## config.mk

```make
export PLATFORM = sky130hd
export DESIGN_NAME = ght_check
export DESIGN_NICKNAME = d
export VERILOG_FILES = /design/src/hw/rtl/ght_pkg.sv /design/src/hw/rtl/ght_check.sv
export SDC_FILE = /design/constraint.sdc
export NUM_CORES = 1
export LEC_CHECK = 0
export ABC_AREA = 0
export BUFFER_PORTS_ARGS = -buffer_cell sky130_fd_sc_hd__buf_2
export CORE_AREA = 2 2 76 78
export DETAILED_ROUTE_END_ITERATION = 10
export DIE_AREA = 0 0 78 80
export PLACE_DENSITY = 0.74
export SLEW_MARGIN = 20
export SYNTH_ARGS = -nofsm -noshare
export SYNTH_HDL_FRONTEND = slang
export SYNTH_SLANG_ARGS = --single-unit
```

## constraint.sdc

```tcl
create_clock -name vclk -period 6.4
set_clock_uncertainty 0.15 [all_clocks]
set_input_delay 0.64 -clock vclk [all_inputs]
set_output_delay 0.64 -clock vclk [all_outputs]
set_load 0.05 [all_outputs]
```

## src/hw/rtl/ght_pkg.sv

```systemverilog
// ght_pkg: shared types and constants of the generational handle table
// sizes of the slot store, slot entry layout, request and status codes, sequencer states
// no dependencies
package ght_pkg;

  localparam int SLOT_COUNT = 4096;
  localparam int SLOT_W = (SLOT_COUNT > 1) ? $clog2(SLOT_COUNT) : 1;
  localparam int LINK_W = $clog2(SLOT_COUNT + 1);
  localparam logic [LINK_W-1:0] LINK_EMPTY = '1;

  typedef enum logic [1:0] {
    REQ_REG    = 2'd0,
    REQ_FREE   = 2'd1,
    REQ_LOOKUP = 2'd2
  } req_t;

  typedef enum logic [1:0] {
    ST_OK   = 2'd0,
    ST_FULL = 2'd1,
    ST_BAD  = 2'd2
  } status_t;

  typedef enum logic {
    S_IDLE,
    S_EXEC
  } state_t;

  typedef struct packed {
    logic [31:0]       gen;
    logic              busy;
    logic [LINK_W-1:0] link;
    logic [31:0]       w0;
    logic [31:0]       w1;
  } entry_t;

  typedef struct packed {
    logic              ok;
    logic [SLOT_W-1:0] slot;
  } chk_t;

endpackage

```

## src/hw/rtl/ght_check.sv

```systemverilog
// ght_check: handle validation against the high-water mark and the slot entry read back
// compares sign, slot range, in-use bit and generation; depends on ght_pkg
module ght_check (
  input  logic signed [63:0]         handle,
  input  logic [ght_pkg::LINK_W-1:0] high_water,
  input  ght_pkg::entry_t            entry,
  output ght_pkg::chk_t              chk
);

  logic [31:0] idx;

  assign idx = handle[31:0] - 32'd1;

  always_comb begin
    chk.slot = idx[ght_pkg::SLOT_W-1:0];
    chk.ok   = (handle != 64'sd0) && !handle[63] && (handle[31:0] != 32'd0)
               && (idx < 32'(high_water)) && entry.busy && (entry.gen == handle[63:32]);
  end

endmodule
```

==> results of run 1 <==
[critical path, delay by kind of cell]
| family | cells | cell delay (ps) |
|---|---|---|
| and+or+nand+nor | 7 | 2110 |
| buffers and inverters | 3 | 500 |
| AOI/OAI and AO/OA | 2 | 480 |
| adders and majority gates | 2 | 360 |
| xor gates and xnor gates | 1 | 110 |
[layout make-up]
type               instances  area [um^2]  area share
well taps                 72        90.09     0.04842
inverters                 16        60.06     0.03228
repair buffers           123        615.6      0.3309
diodes                     1        2.502    0.001345
multi-input cells        139         1092      0.5871
[Yosys cell counts, types with 2 or more instances]
cell / count / area (um^2)
a21o_1: 2 / 15.01
a21oi_1: 4 / 20.02
a311oi_1: 2 / 17.52
and3_1: 2 / 12.51
ha_1: 13 / 162.7
inv_1: 16 / 60.06
nand2_1: 8 / 30.03
nand3_1: 4 / 20.02
nand3b_1: 2 / 15.01
nand4_1: 7 / 43.79
nand4b_1: 2 / 17.52
nor2_1: 9 / 33.78
nor3_1: 5 / 25.02
nor3_2: 2 / 20.02
nor4_1: 4 / 25.02
o2111ai_1: 2 / 17.52
o21ai_0: 3 / 15.01
or2_4: 2 / 17.52
or3_1: 3 / 18.77
or4_1: 4 / 30.03
or4_4: 2 / 22.52
xnor2_1: 34 / 297.8
xor2_1: 8 / 70.07
[worst paths after layout]
path,startpoint,endpoint,slack [ps],depth (start not counted)
worst max-delay path,handle[0],chk[12],1390,15
worst min-delay path,handle[0],chk[0],1500,3
[stage by stage]
| stage | power, uW | utilization | setup WS [ps] | cell area (um^2) |
|---|---|---|---|---|
| final | 118.0 | 0.3442 | 1389 | 1861 |
| after global placement | 116.1 | 0.3438 | 1464 | 1858 |
| after detailed placement | 118.7 | 0.3438 | 1369 | 1858 |
| after CTS | 119.4 | 0.3438 | 1371 | 1858 |
| after global routing | 129.8 | 0.3438 | 924.9 | 1858 |
| after floorplan | 62.23 | - | 841.7 | 1156 |
[report_power, final]
group | total, uW | switching (uW) | internal [uW]
sequential | 0 | 0 | 0
clock | 0.0000209 | 0 | 0.0000209
combinational | 118 | 62.9 | 55.1
[layer usage]
layer | track usage | vias up | share of wire
met1 | 0.2081 | 681 | 0.48
met2 | 0.2397 | 103 | 0.42
met3 | 0.02941 | 2 | 0.10
met4 | 0.001754 | 2 | 0
li1 | - | 820 | -
met5 | 0 | - | 0.0014
[cell families after synthesis]
kind of cell             Yosys count  synth area share
AO/OA/AOI/OAI                     23            0.1580
XOR/XNOR                          42            0.3182
adder cells (fa/ha/maj)           13            0.1407
buffers and inverters             17           0.05519
multiplexers                       1          0.008658
AND/OR/NAND/NOR                   60            0.3193
==> flow_metrics.tcl, run 1 <==
set metrics [dict create \
    status "finished clean" \
    slew_headroom 0.5442 \
    crit_path_start_kind "input pin" \
    cp_cell_sequence "buf_2, inv_1, ha_1, nor3b_1, nand3_1, nor4_1, xor2_1, ha_1, nor4b_1, nand2_1, nor3_1, o2111ai_1, a221o_1, nor4_2, buf_2" \
    power.density_nw_per_um2 63.41 \
    seq_cells 0 \
    ios 200 \
    wire_per_inst_um 13.92 \
    path_max_fanout 5 \
    fin_crit_sh 0.7830 \
    mostFrequentLayoutCells "123 x buf_2, 34 x xnor2_1, 16 x inv_1" \
    p_leak_uw 0.0009078 \
    finalSetupViolCount 0 \
    vdd_ir_drop_max_mv 0.02338 \
    hold_viol 0 \
    grt_usage 0.1459 \
    synth_nets 356 \
    fin_setup_tns_ps 0 \
    place_inst 350 \
    worst_pin_slew_ps 682.2 \
    chipWidth_um 78 \
    dr.pass1.iters 4 \
    gp_routability_congestion 0.7952 \
    synth_seq_area_share 0 \
    cts_setup_buffers 0 \
    rows 27 \
    fin_hold_ws_ps 1503 \
    grt-ovfl-total 0 \
    drt_iter0_markers 34 \
    antenna_found_initial 2 \
    min_path_type "input pin to output port" \
    cts_hold_buf 0 \
    core_area_um2 5405 \
    slew_violations 0 \
    end_kind "output port" \
    vias_per_cell 4.581 \
    dp_hpwl_um 4545 \
    critical_path.slowest_cell "nor3b_1" \
    syn_area_per_cell_um2 7.411 \
    cap_viol_max_count 0 \
    arrival_ps 4220 \
    layoutNonFillerInstCount 351 \
    yosys_warnings 0 \
    nFillCells 595 \
    synth_cell_types 39 \
    drcViolationCount 0 \
    slowest_delay_ps 580 \
    drt-total-wl_um 4885 \
    syn_area_um2 1156 \
    grt_pass1_vias 1531 \
    required_ps 5610 \
    grt_max_degree 9 \
    die_y_um 80 \
    layout_commonest_cell "buf_2" \
    timing.fmax_ghz 0.1996 \
    start_util 0.2139 \
    synthCells 156 \
    period_minus_slack_ps 5011 \
    syn_to_final_growth_pct 60.93 \
    layout.area.seq_um2 0 \
    post_cts_resized 0 \
    portBuffers 123 \
    rsz0062_at_grt "false" \
    nNetsFinal 480 \
    dieArea_um2 6240 \
    crit_type "input pin to output port" \
    clock_buffers 0 \
    drive_gt1_frac 0.4748 \
    grt_pass1_wl_um 7113 \
    postRouteAntennaNets 0 \
    route.vias.total 1608 \
]
No activity file was read; power rests on OpenSTA's default activity.
==> inputs of run 2 (changes only) <==
--- a/config.mk
+++ b/config.mk
@@ -5,12 +5,12 @@
 export SDC_FILE = /design/constraint.sdc
 export NUM_CORES = 1
 export LEC_CHECK = 0
-export ABC_AREA = 0
+export ABC_AREA = 1
 export BUFFER_PORTS_ARGS = -buffer_cell sky130_fd_sc_hd__buf_2
-export CORE_AREA = 2 2 76 78
+export CORE_MARGIN = 2
+export CORE_UTILIZATION = 34
 export DETAILED_ROUTE_END_ITERATION = 10
-export DIE_AREA = 0 0 78 80
-export PLACE_DENSITY = 0.74
+export PLACE_DENSITY = 0.9
 export SLEW_MARGIN = 20
 export SYNTH_ARGS = -nofsm -noshare
 export SYNTH_HDL_FRONTEND = slang
==> constraint.sdc (replaced) <==
create_clock -name vclk -period 4.35
set_clock_uncertainty 0.15 [all_clocks]
set_input_delay 0.435 -clock vclk [all_inputs]
set_output_delay 0.435 -clock vclk [all_outputs]
set_load 0.05 [all_outputs]
==> flow_metrics.tcl, run 2 <==
set metrics [dict create \
    status "finished clean" \
    synth_cell_types 22 \
    crit_type "input pin to output port" \
    multi_input_area_um2 1582 \
    period_minus_slack_ps 3561 \
    fin_setup_tns_ps 0 \
    nFillCells 576 \
    slew_violations 0 \
    dr.pass1.iters 4 \
    drcViolationCount 0 \
    cts_hold_buf 0 \
    die_y_um 78.62 \
    wire_per_inst_um 9.998 \
    crit_path_start_kind "input pin" \
    finalSetupViolCount 0 \
    syn_area_per_cell_um2 4.733 \
    route.vias.total 2580 \
    drt_iter0_markers 52 \
    yosys_warnings 0 \
    synth_nets 600 \
    syn_area_um2 1893 \
    vias_per_cell 4.336 \
    layout_commonest_cell "nand2_1" \
    syn_to_final_growth_pct 37.28 \
    core_area_um2 5439 \
    power.density_nw_per_um2 81.70 \
    required_ps 3760 \
    nNetsFinal 725 \
    layout.area.seq_um2 0 \
    chipWidth_um 78.62 \
    min_path_type "input pin to output port" \
    ios 200 \
    fin_hold_ws_ps 1107 \
    postRouteAntennaNets 0 \
    timing.fmax_ghz 0.2808 \
    clock_buffers 0 \
    rsz0062_at_grt "false" \
    ys_top_cells_by_area "nand2_1 26%, inv_1 16%, nor2_1 16%" \
    cap_viol_max_count 0 \
    synthCells 400 \
    synth_seq_area_share 0 \
    seq_cells 0 \
    rows 27 \
    grt_max_degree 9 \
    drive_gt1_frac 0.2811 \
    grt-ovfl-total 0 \
    grt_pass1_vias 2368 \
    synth.top_cell.area_share 0.2617 \
    path_max_fanout 5 \
    diodes 0 \
    antenna_found_initial 0 \
    drt-total-wl_um 5949 \
    p_leak_uw 0.001609 \
    vdd_ir_drop_max_mv 0.1040 \
    dp_hpwl_um 5520 \
    cts_setup_buffers 0 \
    final_area_um2 2599 \
    slew_headroom 0.8142 \
    fin_crit_sh 0.8187 \
    total_power_uw 212.3 \
    grt_pass1_wl_um 9328 \
    start_util 0.3481 \
    mostFrequentLayoutCells "132 x nand2_1, 123 x buf_2, 82 x inv_1" \
    synth_common_cells "132 x nand2_1, 82 x inv_1, 79 x nor2_1" \
    portBuffers 123 \
    arrival_ps 2980 \
    synth_most_common_cell "nand2_1" \
    gp_routability_congestion 0.8739 \
    worst_pin_slew_ps 276.7 \
    grt_usage 0.1801 \
    placed_area_um2 2599 \
    hold_viol 0 \
    synth.largest_area_cell "nand2_1" \
    post_cts_resized 0 \
    dieArea_um2 6180 \
    end_kind "output port" \
]
[run 2: worst paths after layout]
check,start,end,slack (ps),cells after the start
max,handle[0],chk[12],790,21
min,handle[0],chk[0],1110,3
[run 2: logic make-up (layout without fill, tap and decap cells)]
| kind of cell | Yosys count | in the layout | synth area share |
|---|---|---|---|
| buffers and inverters | 83 | 206 | 0.1646 |
| XOR/XNOR | 19 | 19 | 0.08791 |
| AO/OA/AOI/OAI | 18 | 18 | 0.05288 |
| adder cells (fa/ha/maj) | 13 | 13 | 0.08592 |
| AND/OR/NAND/NOR | 267 | 267 | 0.6087 |
[run 2: stage by stage]
step / util / setup slack (ps) / cells
floorplan: - / 81.47 / 400
global placement: 0.4778 / 767.5 / 595
detailed placement: 0.4778 / 756.1 / 595
CTS: 0.4778 / 748.1 / 595
global route: 0.4778 / 564.4 / 595
finish: 0.4778 / 788.7 / 595
[run 2: power by group]
part           total [uW]  internal, uW  leakage (uW)  switching, uW
clock network           0             0             0              0
registers               0             0             0              0
logic                 212          85.7       0.00161            127
total                 212          85.7       0.00161            127
[run 2: layer usage]
| layer | track usage | part of all wire | vias up |
|---|---|---|---|
| li1 | - | - | 1435 |
| met5 | 0 | 0 | - |
| met4 | 0.008772 | 0.0034 | 0 |
| met1 | 0.2007 | 0.42 | 1039 |
| met3 | 0.01379 | 0.083 | 2 |
| met2 | 0.3786 | 0.50 | 104 |
[run 2: final cells by class]
cell class | instances | area share
multi-input cells | 317 | 0.6086
inverters | 83 | 0.1199
repair buffers | 123 | 0.2369
well taps | 72 | 0.03467
[run 2: critical path: stages]
cell and delay, ps:
buf_2 100, inv_1 120, ha_1 230, nand2_2 130
nor2_4 200, nand2_2 80, xor2_1 160, inv_1 60
ha_1 170, nor2_1 100, nand2_1 60, nor2_1 100
nand2_1 60, nor2_1 130, nand3_1 90, nor2_1 130
nand2_1 70, nor2_1 80, nand3_1 60, nor2_1 130
buf_2 280
